==> src/rtl/prefix_expression_evaluator_core_macros.svh <==
// Assertion macros for the prefix expression evaluator top level.
`ifndef PREFIX_EXPRESSION_EVALUATOR_CORE_MACROS_SVH
`define PREFIX_EXPRESSION_EVALUATOR_CORE_MACROS_SVH
`ifndef SYNTH
`define PEXP_ASSERT_IMP(lbl, ante, cons) \
    lbl: assert property (@(posedge i_clk) disable iff (!i_rst_n) (ante) |-> (cons)) \
        else $error("pexp assertion failed");
`define PEXP_ASSERT_NXT(lbl, ante, cons) \
    lbl: assert property (@(posedge i_clk) disable iff (!i_rst_n) (ante) |=> (cons)) \
        else $error("pexp assertion failed");
`else
`define PEXP_ASSERT_IMP(lbl, ante, cons)
`define PEXP_ASSERT_NXT(lbl, ante, cons)
`endif
`endif

==> src/rtl/pexp_pkg.sv <==
// Shared codes, character constants and types of the prefix expression evaluator.
package pexp_pkg;

    localparam logic [7:0] CH_ZERO  = 8'h30;
    localparam logic [7:0] CH_NINE  = 8'h39;
    localparam logic [7:0] CH_DOT   = 8'h2E;
    localparam logic [7:0] CH_PLUS  = 8'h2B;
    localparam logic [7:0] CH_MINUS = 8'h2D;
    localparam logic [7:0] CH_STAR  = 8'h2A;
    localparam logic [7:0] CH_SLASH = 8'h2F;

    localparam logic [3:0] DEC_BASE = 4'd10;

    typedef enum logic [1:0] {
        ST_OK        = 2'd0,
        ST_DIV_ZERO  = 2'd1,
        ST_UNDERFLOW = 2'd2,
        ST_OVERFLOW  = 2'd3
    } t_status;

    // Request to an iterative arithmetic unit.
    typedef struct packed {
        logic start;
        logic frac_shift;
        logic neg;
    } t_unit_req;

    function automatic logic f_is_op(input logic [7:0] c);
        return (c == CH_PLUS) || (c == CH_MINUS) || (c == CH_STAR) || (c == CH_SLASH);
    endfunction

endpackage

==> src/rtl/pexp_stack.sv <==
// Value stack storage: one write port and one registered read port.
module pexp_stack #(
    parameter int DEPTH = 32,
    parameter int W     = 48
) (
    input  logic                     i_clk,
    input  logic                     i_we,
    input  logic [$clog2(DEPTH)-1:0] i_wr_addr,
    input  logic [W-1:0]             i_wr_data,
    input  logic [$clog2(DEPTH)-1:0] i_rd_addr,
    output logic [W-1:0]             o_rd_data
);

    logic [W-1:0] r_mem [DEPTH];
    logic [W-1:0] r_rd_data;

    always_ff @(posedge i_clk) begin
        if (i_we) begin
            r_mem[i_wr_addr] <= i_wr_data;
        end
        r_rd_data <= r_mem[i_rd_addr];
    end

    assign o_rd_data = r_rd_data;

endmodule

==> src/rtl/pexp_mul.sv <==
// Shift-and-add multiplier on magnitudes with optional fraction shift and saturation.
module pexp_mul import pexp_pkg::*; #(
    parameter int W    = 48,
    parameter int FRAC = 16
) (
    input  logic                i_clk,
    input  logic                i_rst_n,
    input  t_unit_req           i_req,
    input  logic [W-1:0]        i_a,
    input  logic [W-1:0]        i_b,
    output logic                o_done,
    output logic signed [W-1:0] o_result
);

    localparam int CW = $clog2(W + 1);
    localparam logic [2*W-1:0] POS_LIM = {{(W + 1){1'b0}}, {(W - 1){1'b1}}};
    localparam logic [2*W-1:0] NEG_LIM = POS_LIM + (2*W)'(1);

    logic                r_busy, r_fin, r_done, r_shift, r_neg;
    logic [CW-1:0]       r_cnt;
    logic [2*W-1:0]      r_acc, r_mcand;
    logic [W-1:0]        r_mplier;
    logic signed [W-1:0] r_result;
    logic [2*W-1:0]      shifted;
    logic [W-1:0]        sat_mag;

    always_comb begin
        shifted = r_shift ? (r_acc >> FRAC) : r_acc;
        if (r_neg) begin
            sat_mag = (shifted > NEG_LIM) ? NEG_LIM[W-1:0] : shifted[W-1:0];
        end else begin
            sat_mag = (shifted > POS_LIM) ? POS_LIM[W-1:0] : shifted[W-1:0];
        end
    end

    always_ff @(posedge i_clk) begin
        if (!i_rst_n) begin
            r_busy <= 1'b0;
            r_fin  <= 1'b0;
            r_done <= 1'b0;
        end else begin
            r_done <= 1'b0;
            if (i_req.start) begin
                r_busy   <= 1'b1;
                r_cnt    <= CW'(W);
                r_acc    <= '0;
                r_mcand  <= {{W{1'b0}}, i_a};
                r_mplier <= i_b;
                r_shift  <= i_req.frac_shift;
                r_neg    <= i_req.neg;
            end else if (r_busy) begin
                if (r_mplier[0]) begin
                    r_acc <= r_acc + r_mcand;
                end
                r_mcand  <= r_mcand << 1;
                r_mplier <= r_mplier >> 1;
                r_cnt    <= r_cnt - CW'(1);
                if (r_cnt == CW'(1)) begin
                    r_busy <= 1'b0;
                    r_fin  <= 1'b1;
                end
            end else if (r_fin) begin
                r_fin    <= 1'b0;
                r_done   <= 1'b1;
                r_result <= r_neg ? signed'(W'(0) - sat_mag) : signed'(sat_mag);
            end
        end
    end

    assign o_done   = r_done;
    assign o_result = r_result;

endmodule

==> src/rtl/pexp_div.sv <==
// Restoring divider on magnitudes, one quotient bit per cycle, with saturation.
module pexp_div import pexp_pkg::*; #(
    parameter int W    = 48,
    parameter int FRAC = 16
) (
    input  logic                i_clk,
    input  logic                i_rst_n,
    input  t_unit_req           i_req,
    input  logic [W-1:0]        i_num,
    input  logic [W-1:0]        i_den,
    output logic                o_done,
    output logic signed [W-1:0] o_result
);

    localparam int N  = W + FRAC;
    localparam int CW = $clog2(N + 1);
    localparam logic [N-1:0] POS_LIM = {{(FRAC + 1){1'b0}}, {(W - 1){1'b1}}};
    localparam logic [N-1:0] NEG_LIM = POS_LIM + N'(1);

    logic                r_busy, r_fin, r_done, r_neg;
    logic [CW-1:0]       r_cnt;
    logic [N-1:0]        r_num, r_q;
    logic [W-1:0]        r_rem, r_den;
    logic signed [W-1:0] r_result;
    logic [W:0]          rem_sh, diff;
    logic                ge;
    logic [W-1:0]        sat_mag;

    always_comb begin
        rem_sh = {r_rem, r_num[N-1]};
        ge     = rem_sh >= {1'b0, r_den};
        diff   = rem_sh - {1'b0, r_den};
        if (r_neg) begin
            sat_mag = (r_q > NEG_LIM) ? NEG_LIM[W-1:0] : r_q[W-1:0];
        end else begin
            sat_mag = (r_q > POS_LIM) ? POS_LIM[W-1:0] : r_q[W-1:0];
        end
    end

    always_ff @(posedge i_clk) begin
        if (!i_rst_n) begin
            r_busy <= 1'b0;
            r_fin  <= 1'b0;
            r_done <= 1'b0;
        end else begin
            r_done <= 1'b0;
            if (i_req.start) begin
                r_busy <= 1'b1;
                r_cnt  <= CW'(N);
                r_rem  <= '0;
                r_q    <= '0;
                r_den  <= i_den;
                r_neg  <= i_req.neg;
                r_num  <= i_req.frac_shift ? {i_num, {FRAC{1'b0}}} : {{FRAC{1'b0}}, i_num};
            end else if (r_busy) begin
                r_rem <= ge ? diff[W-1:0] : rem_sh[W-1:0];
                r_q   <= {r_q[N-2:0], ge};
                r_num <= r_num << 1;
                r_cnt <= r_cnt - CW'(1);
                if (r_cnt == CW'(1)) begin
                    r_busy <= 1'b0;
                    r_fin  <= 1'b1;
                end
            end else if (r_fin) begin
                r_fin    <= 1'b0;
                r_done   <= 1'b1;
                r_result <= r_neg ? signed'(W'(0) - sat_mag) : signed'(sat_mag);
            end
        end
    end

    assign o_done   = r_done;
    assign o_result = r_result;

endmodule

==> src/rtl/prefix_expression_evaluator_core.sv <==
// Top level of the prefix expression evaluator: sequencer, number builder and value stack.
//
// Usage: characters of a prefix expression enter on the input channel (i_ch, i_last),
// last character first; the transfer carrying i_last = 1 ends the expression. That
// transfer, and only that one, yields one result transfer on o_value and o_status.
// The block works on one character at a time and raises o_stall while busy:
//   separators and '+'/'-' inside a number use neither arithmetic unit,
//   a digit waits for the serial multiplier (one bit a cycle),
//   '*' waits for the multiplier after two stack pops,
//   '.' waits for the serial divider and '/' (but for division by zero) waits for the
//   divider after two stack pops (one quotient bit a cycle),
//   the ending character adds the final push and top-of-stack read,
//   and more while the result register still holds a result the receiver stalls.
// The stack lives in a synchronous memory with one registered read port, so each pop
// goes through a read state and then a capture state.
// The result sits in an output register; the next expression may start while it
// waits, but an ending character holds in its emit step until the register is free.
// Reset (synchronous, active low) empties the stack, clears the pending number and
// the error status, and drops any undelivered result. After a result is emitted the
// evaluation state returns to its reset values.
module prefix_expression_evaluator_core import pexp_pkg::*; #(
    parameter int STACK_DEPTH = 32,
    parameter int FRAC_BITS   = 16,
    parameter int VALUE_WIDTH = 48
) (
    input  logic                          i_clk,
    input  logic                          i_rst_n,
    input  logic                          i_valid,
    output logic                          o_stall,
    input  logic [7:0]                    i_ch,
    input  logic                          i_last,
    output logic                          o_valid,
    input  logic                          i_stall,
    output logic signed [VALUE_WIDTH-1:0] o_value,
    output logic [1:0]                    o_status
);

`include "prefix_expression_evaluator_core_macros.svh"

    localparam int W    = VALUE_WIDTH;
    localparam int AW   = $clog2(STACK_DEPTH);
    localparam int CNTW = $clog2(STACK_DEPTH + 1);
    localparam logic signed [W-1:0] MAXV = {1'b0, {(W - 1){1'b1}}};

    typedef enum logic [3:0] {
        S_IDLE, S_MUL_WAIT, S_DIV_WAIT, S_NUM_PUSH, S_POP_RD, S_POP_CAP, S_EXEC,
        S_RES_PUSH, S_FINISH, S_END_PUSH, S_TOP_RD, S_TOP_CAP, S_EMIT
    } t_state;

    // Saturating add and subtract on signed values of the stack width.
    function automatic logic signed [W-1:0] f_sat_add(input logic signed [W-1:0] a,
                                                      input logic signed [W-1:0] b);
        logic signed [W:0] s;
        s = {a[W-1], a} + {b[W-1], b};
        if (s[W] != s[W-1]) begin
            return s[W] ? ~MAXV : MAXV;
        end
        return s[W-1:0];
    endfunction

    function automatic logic signed [W-1:0] f_sat_sub(input logic signed [W-1:0] a,
                                                      input logic signed [W-1:0] b);
        logic signed [W:0] s;
        s = {a[W-1], a} - {b[W-1], b};
        if (s[W] != s[W-1]) begin
            return s[W] ? ~MAXV : MAXV;
        end
        return s[W-1:0];
    endfunction

    function automatic logic [W-1:0] f_mag(input logic signed [W-1:0] a);
        logic [W-1:0] u;
        u = a;
        return a[W-1] ? (~u + W'(1)) : u;
    endfunction

    t_state              r_state;
    logic [7:0]          r_ch;
    logic                r_last;
    logic [CNTW-1:0]     r_count;
    logic signed [W-1:0] r_accum;
    logic [W-1:0]        r_place;
    logic                r_in_num;
    t_status             r_err;
    logic signed [W-1:0] r_lhs, r_rhs, r_res;
    logic                r_pop_second;
    logic                r_to_accum;
    t_unit_req           r_mul_req, r_div_req;
    logic [W-1:0]        r_op_a, r_op_b;
    logic                r_out_valid;
    logic signed [W-1:0] r_out_value;
    t_status             r_out_status;

    logic                is_digit;
    logic [W+4:0]        d_wide;
    logic [W-1:0]        d_val;
    logic [W+3:0]        p10_wide;
    logic [W-1:0]        place10;
    logic                stack_full;
    logic                wr_en;
    logic [W-1:0]        wr_data;
    logic [CNTW-1:0]     cnt_m1;
    logic [W-1:0]        rd_data;
    logic                mul_done, div_done;
    logic signed [W-1:0] mul_res, div_res;

    // Digit weight (digit << FRAC_BITS, clamped) and the next decimal place.
    always_comb begin
        is_digit = (i_ch >= CH_ZERO) && (i_ch <= CH_NINE);
        d_wide   = (W + 5)'(i_ch[3:0]) << FRAC_BITS;
        d_val    = (d_wide > (W + 5)'(MAXV)) ? MAXV : d_wide[W-1:0];
        p10_wide = {4'b0, r_place} * (W + 4)'(DEC_BASE);
        place10  = (p10_wide > (W + 4)'(MAXV)) ? MAXV : p10_wide[W-1:0];
    end

    // Stack port control follows the sequencer state.
    always_comb begin
        stack_full = r_count == CNTW'(STACK_DEPTH);
        wr_en      = (((r_state == S_NUM_PUSH) || (r_state == S_END_PUSH)) && r_in_num
                      || (r_state == S_RES_PUSH)) && !stack_full;
        wr_data    = (r_state == S_RES_PUSH) ? r_res : r_accum;
        cnt_m1     = r_count - CNTW'(1);
    end

    assign o_stall = r_state != S_IDLE;

    always_ff @(posedge i_clk) begin
        if (!i_rst_n) begin
            r_state      <= S_IDLE;
            r_count      <= '0;
            r_accum      <= '0;
            r_place      <= W'(1);
            r_in_num     <= 1'b0;
            r_err        <= ST_OK;
            r_mul_req    <= '0;
            r_div_req    <= '0;
            r_out_valid  <= 1'b0;
            r_pop_second <= 1'b0;
            r_to_accum   <= 1'b0;
        end else begin
            r_mul_req <= '0;
            r_div_req <= '0;
            // The emit step reloads the output register itself.
            if (r_out_valid && !i_stall && (r_state != S_EMIT)) begin
                r_out_valid <= 1'b0;
            end
            unique case (r_state)
                S_IDLE: begin
                    if (i_valid) begin
                        r_ch         <= i_ch;
                        r_last       <= i_last;
                        r_pop_second <= 1'b0;
                        if (is_digit) begin
                            r_in_num   <= 1'b1;
                            r_op_a     <= d_val;
                            r_op_b     <= r_place;
                            r_place    <= place10;
                            r_to_accum <= 1'b1;
                            r_mul_req  <= '{start: 1'b1, frac_shift: 1'b0, neg: 1'b0};
                            r_state    <= S_MUL_WAIT;
                        end else if (i_ch == CH_DOT) begin
                            r_in_num   <= 1'b1;
                            r_op_a     <= f_mag(r_accum);
                            r_op_b     <= r_place;
                            r_to_accum <= 1'b1;
                            r_div_req  <= '{start: 1'b1, frac_shift: 1'b0, neg: r_accum[W-1]};
                            r_state    <= S_DIV_WAIT;
                        end else if (r_in_num && (i_ch == CH_MINUS)) begin
                            r_accum <= f_sat_sub('0, r_accum);
                            r_state <= S_FINISH;
                        end else if (r_in_num && (i_ch == CH_PLUS)) begin
                            r_state <= S_FINISH;
                        end else if (r_in_num) begin
                            r_state <= S_NUM_PUSH;
                        end else begin
                            r_state <= f_is_op(i_ch) ? S_POP_RD : S_FINISH;
                        end
                    end
                end
                S_MUL_WAIT: begin
                    if (mul_done) begin
                        if (r_to_accum) begin
                            r_accum <= f_sat_add(r_accum, mul_res);
                            r_state <= S_FINISH;
                        end else begin
                            r_res   <= mul_res;
                            r_state <= S_RES_PUSH;
                        end
                    end
                end
                S_DIV_WAIT: begin
                    if (div_done) begin
                        if (r_to_accum) begin
                            r_accum <= div_res;
                            r_place <= W'(1);
                            r_state <= S_FINISH;
                        end else begin
                            r_res   <= div_res;
                            r_state <= S_RES_PUSH;
                        end
                    end
                end
                S_NUM_PUSH: begin
                    if (stack_full) begin
                        if (r_err == ST_OK) r_err <= ST_OVERFLOW;
                    end else begin
                        r_count <= r_count + CNTW'(1);
                    end
                    r_accum  <= '0;
                    r_place  <= W'(1);
                    r_in_num <= 1'b0;
                    r_state  <= f_is_op(r_ch) ? S_POP_RD : S_FINISH;
                end
                S_POP_RD: begin
                    // The memory sees address count - 1 in this cycle.
                    if (r_count == '0) begin
                        if (r_err == ST_OK) r_err <= ST_UNDERFLOW;
                        if (r_pop_second) begin
                            r_rhs   <= '0;
                            r_state <= S_EXEC;
                        end else begin
                            r_lhs        <= '0;
                            r_pop_second <= 1'b1;
                        end
                    end else begin
                        r_count <= cnt_m1;
                        r_state <= S_POP_CAP;
                    end
                end
                S_POP_CAP: begin
                    if (r_pop_second) begin
                        r_rhs   <= rd_data;
                        r_state <= S_EXEC;
                    end else begin
                        r_lhs        <= rd_data;
                        r_pop_second <= 1'b1;
                        r_state      <= S_POP_RD;
                    end
                end
                S_EXEC: begin
                    r_to_accum <= 1'b0;
                    r_op_a     <= f_mag(r_lhs);
                    r_op_b     <= f_mag(r_rhs);
                    case (r_ch)
                        CH_PLUS: begin
                            r_res   <= f_sat_add(r_lhs, r_rhs);
                            r_state <= S_RES_PUSH;
                        end
                        CH_MINUS: begin
                            r_res   <= f_sat_sub(r_lhs, r_rhs);
                            r_state <= S_RES_PUSH;
                        end
                        CH_STAR: begin
                            r_mul_req <= '{start: 1'b1, frac_shift: 1'b1,
                                           neg: r_lhs[W-1] ^ r_rhs[W-1]};
                            r_state   <= S_MUL_WAIT;
                        end
                        CH_SLASH: begin
                            if (r_rhs == '0) begin
                                if (r_err == ST_OK) r_err <= ST_DIV_ZERO;
                                r_res   <= '0;
                                r_state <= S_RES_PUSH;
                            end else begin
                                r_div_req <= '{start: 1'b1, frac_shift: 1'b1,
                                               neg: r_lhs[W-1] ^ r_rhs[W-1]};
                                r_state   <= S_DIV_WAIT;
                            end
                        end
                        default: r_state <= S_FINISH;
                    endcase
                end
                S_RES_PUSH: begin
                    if (stack_full) begin
                        if (r_err == ST_OK) r_err <= ST_OVERFLOW;
                    end else begin
                        r_count <= r_count + CNTW'(1);
                    end
                    r_state <= S_FINISH;
                end
                S_FINISH: begin
                    r_state <= r_last ? S_END_PUSH : S_IDLE;
                end
                S_END_PUSH: begin
                    if (r_in_num) begin
                        if (stack_full) begin
                            if (r_err == ST_OK) r_err <= ST_OVERFLOW;
                        end else begin
                            r_count <= r_count + CNTW'(1);
                        end
                    end
                    r_accum  <= '0;
                    r_place  <= W'(1);
                    r_in_num <= 1'b0;
                    r_state  <= S_TOP_RD;
                end
                S_TOP_RD: begin
                    if (r_count == '0) begin
                        if (r_err == ST_OK) r_err <= ST_UNDERFLOW;
                        r_res   <= '0;
                        r_state <= S_EMIT;
                    end else begin
                        r_state <= S_TOP_CAP;
                    end
                end
                S_TOP_CAP: begin
                    r_res   <= rd_data;
                    r_state <= S_EMIT;
                end
                S_EMIT: begin
                    // Wait for the output register to be free, then start afresh.
                    if (!r_out_valid || !i_stall) begin
                        r_out_valid  <= 1'b1;
                        r_out_value  <= r_res;
                        r_out_status <= r_err;
                        r_count      <= '0;
                        r_err        <= ST_OK;
                        r_state      <= S_IDLE;
                    end
                end
                default: r_state <= S_IDLE;
            endcase
        end
    end

    assign o_valid  = r_out_valid;
    assign o_value  = r_out_value;
    assign o_status = r_out_status;

    pexp_stack #(
        .DEPTH (STACK_DEPTH),
        .W     (W)
    ) u_stack (
        .i_clk     (i_clk),
        .i_we      (wr_en),
        .i_wr_addr (r_count[AW-1:0]),
        .i_wr_data (wr_data),
        .i_rd_addr (cnt_m1[AW-1:0]),
        .o_rd_data (rd_data)
    );

    pexp_mul #(
        .W    (W),
        .FRAC (FRAC_BITS)
    ) u_mul (
        .i_clk    (i_clk),
        .i_rst_n  (i_rst_n),
        .i_req    (r_mul_req),
        .i_a      (r_op_a),
        .i_b      (r_op_b),
        .o_done   (mul_done),
        .o_result (mul_res)
    );

    pexp_div #(
        .W    (W),
        .FRAC (FRAC_BITS)
    ) u_div (
        .i_clk    (i_clk),
        .i_rst_n  (i_rst_n),
        .i_req    (r_div_req),
        .i_num    (r_op_a),
        .i_den    (r_op_b),
        .o_done   (div_done),
        .o_result (div_res)
    );

    `PEXP_ASSERT_IMP(a_count_bound, 1'b1, r_count <= CNTW'(STACK_DEPTH))
    `PEXP_ASSERT_IMP(a_mul_done_waits, mul_done, r_state == S_MUL_WAIT)
    `PEXP_ASSERT_IMP(a_div_done_waits, div_done, r_state == S_DIV_WAIT)
    `PEXP_ASSERT_IMP(a_write_not_full, wr_en, r_count < CNTW'(STACK_DEPTH))
    `PEXP_ASSERT_NXT(a_emit_loads, (r_state == S_EMIT) && (!r_out_valid || !i_stall), o_valid)

endmodule
==> config.mk <==
export PLATFORM = sky130hd
export DESIGN_NAME = prefix_expression_evaluator_core
export DESIGN_NICKNAME = d
export VERILOG_FILES = /design/src/rtl/pexp_pkg.sv /design/src/rtl/pexp_stack.sv /design/src/rtl/pexp_mul.sv /design/src/rtl/pexp_div.sv /design/src/rtl/prefix_expression_evaluator_core.sv
export VERILOG_INCLUDE_DIRS = /design/src /design/src/rtl
export SDC_FILE = /design/constraint.sdc
export NUM_CORES = 2
export LEC_CHECK = 0
export ABC_AREA = 0
export ABC_CLOCK_PERIOD_IN_PS = 26400
export BUFFER_PORTS_ARGS = -buffer_cell sky130_fd_sc_hd__buf_2
export CAP_MARGIN = 10
export CORE_UTILIZATION = 50
export CTS_CLUSTER_SIZE = 24
export DETAILED_ROUTE_END_ITERATION = 7
export GPL_TIMING_DRIVEN = 0
export HOLD_SLACK_MARGIN = 0.03
export PLACE_DENSITY = 0.64
export REMOVE_ABC_BUFFERS = 1
export SLEW_MARGIN = 20
export SYNTH_ARGS = -nofsm -noshare
export SYNTH_HDL_FRONTEND = slang
export SYNTH_SLANG_ARGS = --single-unit
export TNS_END_PERCENT = 1
==> constraint.sdc <==
create_clock -name i_clk -period 26.4 [get_ports i_clk]
set_input_delay 5.28 -clock i_clk [delete_from_list [all_inputs] [get_ports i_clk]]
set_output_delay 5.28 -clock i_clk [all_outputs]
set_load 0.02 [all_outputs]
# After elaboration in Yosys (flattened, before gate mapping)
# Memories as Yosys holds them, arrays and structs flattened. A register that Yosys moved wholly into a read port is not among the register bits.
# Index checks and enable logic that the tools add are counted.
[totals]
reg_bits = 999
mem_count = 1
wordCells = 374
in_bits = 13
ram_bits = 1536
out_inout_bits = 52
[op_classes]
bitwise_logic = 9
n_addsub = 15
n_lt_le_gt_ge = 9
n_eq_ne = 60
mul = 1
n_mux = 169
n_reduce_logical = 65
[memory_table]
columns = ["memory", "depth", "width", "read_ports", "rd_clocked_by_memory_dff", "wr", "line_no", "source"]
rows = [
  ["u_stack.r_mem", 32, 48, 1, 1, 1, "pexp_stack.sv:14", "logic [W-1:0] r_mem [DEPTH];"],
]
[ops]
columns = ["operator", "count"]
rows = [
  ["$mux 48", 60],
  ["$mux 96", 4],
  ["$pmux 48 s2", 4],
  ["$pmux 48 s3", 2],
  ["$mux 64", 4],
  ["$pmux 48 s5", 1],
  ["$pmux 48 s4", 1],
  ["$add 48x1->48 const B", 3],
  ["$not 48->48", 3],
  ["$add 48x48->49", 2],
  ["$add 96x96->96", 1],
  ["$gt 96x47->1 const B", 1],
  ["$gt 96x48->1 const B", 1],
  ["$sub 1x48->48 const A", 2],
  ["$eq 8x6->1 const B", 9],
  ["$gt 64x47->1 const B", 1],
  ["$gt 64x48->1 const B", 1],
  ["$mux 4", 15],
  ["$gt 52x47->1 const B", 1],
  ["$pmux 4 s13", 1],
  ["$mul 48x3->51 const B", 1],
  ["$ge 49x48->1", 1],
  ["$sub 1x48->49 const A", 1],
  ["$sub 48x48->49", 1],
  ["other kinds (52)", 207],
]

# Longest topological paths before layout
[depth]
word_depth = 15
ltp_mapped = 21
mapped_depth_nobuf = 18

# Modules after synthesis
# From an unflattened synthesis, not the netlist that was laid out.
[unflattened]
hier_cells = 10769
area_unflattened_um2 = 129746.9
[by_module_without_submodules]
columns = ["mod", "area_each_um2", "n_inst", "seq_area_each_um2", "cells_per_inst"]
rows = [
  ["pexp_stack", 60724.5, 1, 47085.2, 3364],
  ["prefix_expression_evaluator_core", 33284.4, 1, 11340.9, 3868],
  ["pexp_mul", 19974.2, 1, 8948.6, 1994],
  ["pexp_div", 15763.9, 1, 8468.1, 1543],
]

# Least setup slack after synthesis
# OpenSTA, ideal clock, no wires.
[synth_path]
kind = "input to register"
start = "input i_ch[1]"
end = "register r_op_a[0], enable pin"
path_buffers = 1
arrival_ns = 13.157
path_stages = 6
setup_slack_ns = 12.551
required_ns = 25.707
setup_time_ns = 0.693
path_cell_list = "clkbuf_1 > o21ai_0 > nand3_1 > nand2_1 > nor2_1 > a211oi_1"
[synth_between]
elab_chain_len = 4
elab_cells_between_ends = 6
cone_classes = "order compare: 2; eq/ne: 2; reduce/logical: 2"
[synth_lines]
columns = ["element", "line_no", "source"]
rows = [
  ["start: declaration", "prefix_expression_evaluator_core.sv:30", "input logic [7:0] i_ch,"],
  ["$ge 8x6->1 or $le 8x6->1 (tied branches)", "prefix_expression_evaluator_core.sv:109", "is_digit = (i_ch >= CH_ZERO) && (i_ch <= CH_NINE);"],
  ["$logic_and 1x1->1", "prefix_expression_evaluator_core.sv:109", ""],
  ["$ne 3x3->1 (no source line) *", "n/a", ""],
  ["$reduce_and 4->1 (no source line) *", "n/a", ""],
  ["end signal: assignment", "prefix_expression_evaluator_core.sv:155", "r_op_a <= d_val;"],
  ["end signal: assignment", "prefix_expression_evaluator_core.sv:163", "r_op_a <= f_mag(r_accum);"],
  ["end signal: assignment", "prefix_expression_evaluator_core.sv:242", "r_op_a <= f_mag(r_lhs);"],
  ["end: declaration", "prefix_expression_evaluator_core.sv:89", "logic [W-1:0] r_op_a, r_op_b;"],
]
# Mark *: on every way between the ends. The rest lies on a longest branch, timed or not.
# A chain may end at the register's enable or synchronous reset.

# Final worst setup path
[layout_path]
start = "register r_state[1]"
end = "output o_stall"
[layout_between]
elab_chain_len = 1
[layout_lines]
columns = ["element", "line_no", "source"]
rows = [
  ["start: declaration", "prefix_expression_evaluator_core.sv:77", "t_state r_state;"],
  ["start signal: assignment", "prefix_expression_evaluator_core.sv:176", "r_state <= f_is_op(i_ch) ? S_POP_RD : S_FINISH;"],
  ["start signal: assignment", "prefix_expression_evaluator_core.sv:212", "r_state <= f_is_op(r_ch) ? S_POP_RD : S_FINISH;"],
  ["start signal: assignment", "prefix_expression_evaluator_core.sv:281", "r_state <= r_last ? S_END_PUSH : S_IDLE;"],
  ["$reduce_bool 4->1", "prefix_expression_evaluator_core.sv:125", "assign o_stall = r_state != S_IDLE;"],
  ["end: declaration", "prefix_expression_evaluator_core.sv:29", "output logic o_stall,"],
]
# Every way passes these cells.

==> reports/qor.yml <==
synthesis:
  synth_flop_cell: "edfxtp_1"
  synth_edf_count: 2411
  netlist_top_cells_area: "edfxtp_1, mux4_2, ha_1, dfxtp_1, a21oi_1"
  synth_area_leader_cell: "edfxtp_1"
  synth_cell_types: 121
  yosys.area.top_type_share_pct: 57.0
  synth.cell_area_um2: 127000
  ys_seq_area_share_pct: 59.7
  synth.avg_cell_area_um2: 13.6
  synth_seq_cells: 2583
  syn_inst: 9330
  ys_async_sr_fraction_pct: 0
  yosys_warnings: 0
global_routing:
  antenna_found_initial: 23
  grt_pass1_vias: 81100
  grt_usage_pct: 30.9
  grt_pass1_wl_um: 575000
  overflow: 0
  grt_start_max_net_pins: 95
floorplan:
  die_x_um: 506
  ios: 65
  initial_core_util_pct: 50.4
  core_um2: 252000
  die_y_um: 506
  die-area_um2: 256000
  rows: 184
power_and_ir_drop:
  p_leak_nw: 49.3
  power_w: 0.0122
  irDropWorstVdd_uv: 74.4
  p_per_area_nw_per_um2: 84.7
timing:
  relSlewSlack_pct: 22.5
  finClkSkew_ps: 87.1
  final-setup-viol-count: 0
  finalHoldViolations: 0
  period_minus_slack_ps: 7940
  fmax_mhz: 126
  min_period_over_period_pct: 30.1
  grt_setup_unrepaired: "no"
  report.final.slew_viol_count: 0
  tightest_slew_ps: 1150
  timing.setup.tns_ps: 0
  whs_ps: 369
cts:
  cts_resized: 0
  cts_buffers: 295
  insertion_delay_ps: 970
  cts_setup_buffers: 0
  clk_path_buf_depth: 4
  cts_root_buf: "clkbuf_16"
  path_clk_slew_ps: 60
  clock-sinks: 2583
  cts_htree_levels: 5
  ctsHoldBuffers: 0
  cts_tree: "built"
placed_design:
  portBuffers: 64
  gp_congestion: 1.02
  dpl.hpwl_um: 292000
worst_setup_path:
  required_ps: 21120
  r2r_slack_ps: 19290
  end_kind: "primary output"
  crit_slowest_cell: "nor4_1"
  cp-start-kind: "flop"
  critical-path-top-delay-family: "simple AND/OR/NAND/NOR gates"
  r2r_start: "u_mul.r_shift"
  cp_slowest_stage_delay_ps: 700
  rr_worst_depth: 22
  crit_chain: "nor4_1, inv_1, buf_2"
  r2r_end: "u_mul.o_result[46]"
  critPathArrivalTime_ps: 2660
  critPathKind: "reg2out"
  timing.critical_path.buf_inv: 2
  cp_max_fo: 21
worst_hold_path:
  hold_path.class: "reg2reg"
  hold_path_startpoint: "r_div_req[0]"
  holdPathStages: 0
  holdPathEnd: "u_div.r_neg"
final_layout:
  layout_common_cells: "edfxtp_1, nor2_1, a21oi_1"
  multi_input_area_um2: 48600
  finish.utilization_pct: 57.2
  layout-drive-gt1-share_pct: 16.5
  regArea_um2: 75900
  syn2layout_area_growth_pct: 13.5
  n_fill_cell: 19800
  fin_nets: 9855
  mostFrequentLayoutCell: "edfxtp_1"
route:
  drt-total-wl_um: 399000
  drt-initial-drc-count: 9519
  post_drt_via_cell_ratio: 6.43
  wl_per_cell_um: 30.7
  final_antenna_net_count: 0
  detail_route.first_pass.iterations: 6
  drc: 0
  vias: 83700
run:
  drv_cap: 0
run_status:
  status: "completed"
==> sequential cells by signal (all words and copies together), names as in the netlist, 64 cells and up, named ones only <==
register       flops
u_stack.r_mem   1536
u_mul.r_acc       96
u_mul.r_mcand     96
u_div.r_num       64
u_div.r_q         64
==> how the worst max path moves through the flow <==
stage | from | end | slack, ps | depth (start not counted)
floorplan | r_count[0] | u_stack.o_rd_data[0] | -590 | 5
global placement | r_count[0] | u_stack.o_rd_data[28] | -16390 | 5
detailed placement | i_ch[7] | r_op_a[31] | 17620 | 11
CTS | r_state[0] | o_stall | 18460 | 3
global route | i_ch[7] | r_op_a[31] | 18360 | 11
finish | r_state[1] | o_stall | 18460 | 3
==> report_power, final <==
group / internal, W / leakage (nW) / switching [W]
Sequential: 0.00487 / 23.4 / 0.000290
Clock: 0.00229 / 4.41 / 0.00163
Combinational: 0.00123 / 21.5 / 0.00190
Total: 0.00838 / 49.3 / 0.00382
==> area by class of cell <==
| type | count | area share, % |
|---|---|---|
| Antenna cell | 13 | 0.0226 |
| Clock buffer | 385 | 5.52 |
| Clock inverter | 127 | 0.783 |
| Inverter | 252 | 0.668 |
| Multi-Input combinational cell | 5979 | 33.7 |
| Sequential cell | 2583 | 52.6 |
| Tap cell | 3348 | 2.91 |
| Timing Repair Buffer | 331 | 3.71 |
==> layer usage <==
layer  vias up  global-route usage [%]  wire (µm)
li1      36600                       -          -
met1     42800                    42.1     163000
met2      3582                    49.9     190000
met3       671                    4.75      29200
met4        16                    12.1      16900
met5         -                       0        108
==> through the flow <==
stage | std cells | cell area (µm²) | setup slack, ps
CTS | 13000 | 144000 | 18460
detailed placement | 12500 | 135000 | 17620
floorplan | 8814 | 125000 | -591
global route | 13000 | 144000 | 18360
global placement | 12200 | 129000 | -16390
finish | 13000 | 144000 | 18460
==> cell usage after synthesis (77+ instances only) <==
library cell,instances
nor3_1,123
nand4_1,85
a21o_1,187
xnor2_1,306
clkbuf_1,409
o21bai_1,79
a21oi_1,573
nor2_1,613
o31ai_1,77
dfxtp_1,172
o21ai_0,518
edfxtp_1,2411
and2_1,82
xor2_1,200
mux4_2,480
nand2_1,545
mux2i_1,119
inv_1,245
mux2_2,207
ha_1,394
nand3_1,132
nor2b_1,163
==> worst reg2reg max path, stage by stage (launching register included) <==
cell and delay (ps):
edfxtp_1 570, buf_8 230, buf_8 200, buf_16 190, buf_8 200, mux2i_1 740
o211ai_1 160, or4_1 540, o31a_1 340, nor2_2 840, nor2_1 450, o21ai_0 350
inv_1 70, ha_1 320, and3_1 240, nand2_1 90, nor3_2 70, nor4b_1 150
o21ai_1 360, nor2_2 130, and2_1 180, o31ai_1 250, a22oi_1 150
==> logic make-up after synthesis <==
logic type / count (synthesis) / share of synthesized area (%)
mux: 806 / 11.3
flops: 2583 / 59.7
simple gates: 2131 / 8.27
xor+xnor: 510 / 3.54
compound gates: 2130 / 10.8
fa+ha+maj: 402 / 3.99
buf+inv: 768 / 2.37
Power figures use the tool's default switching activity.
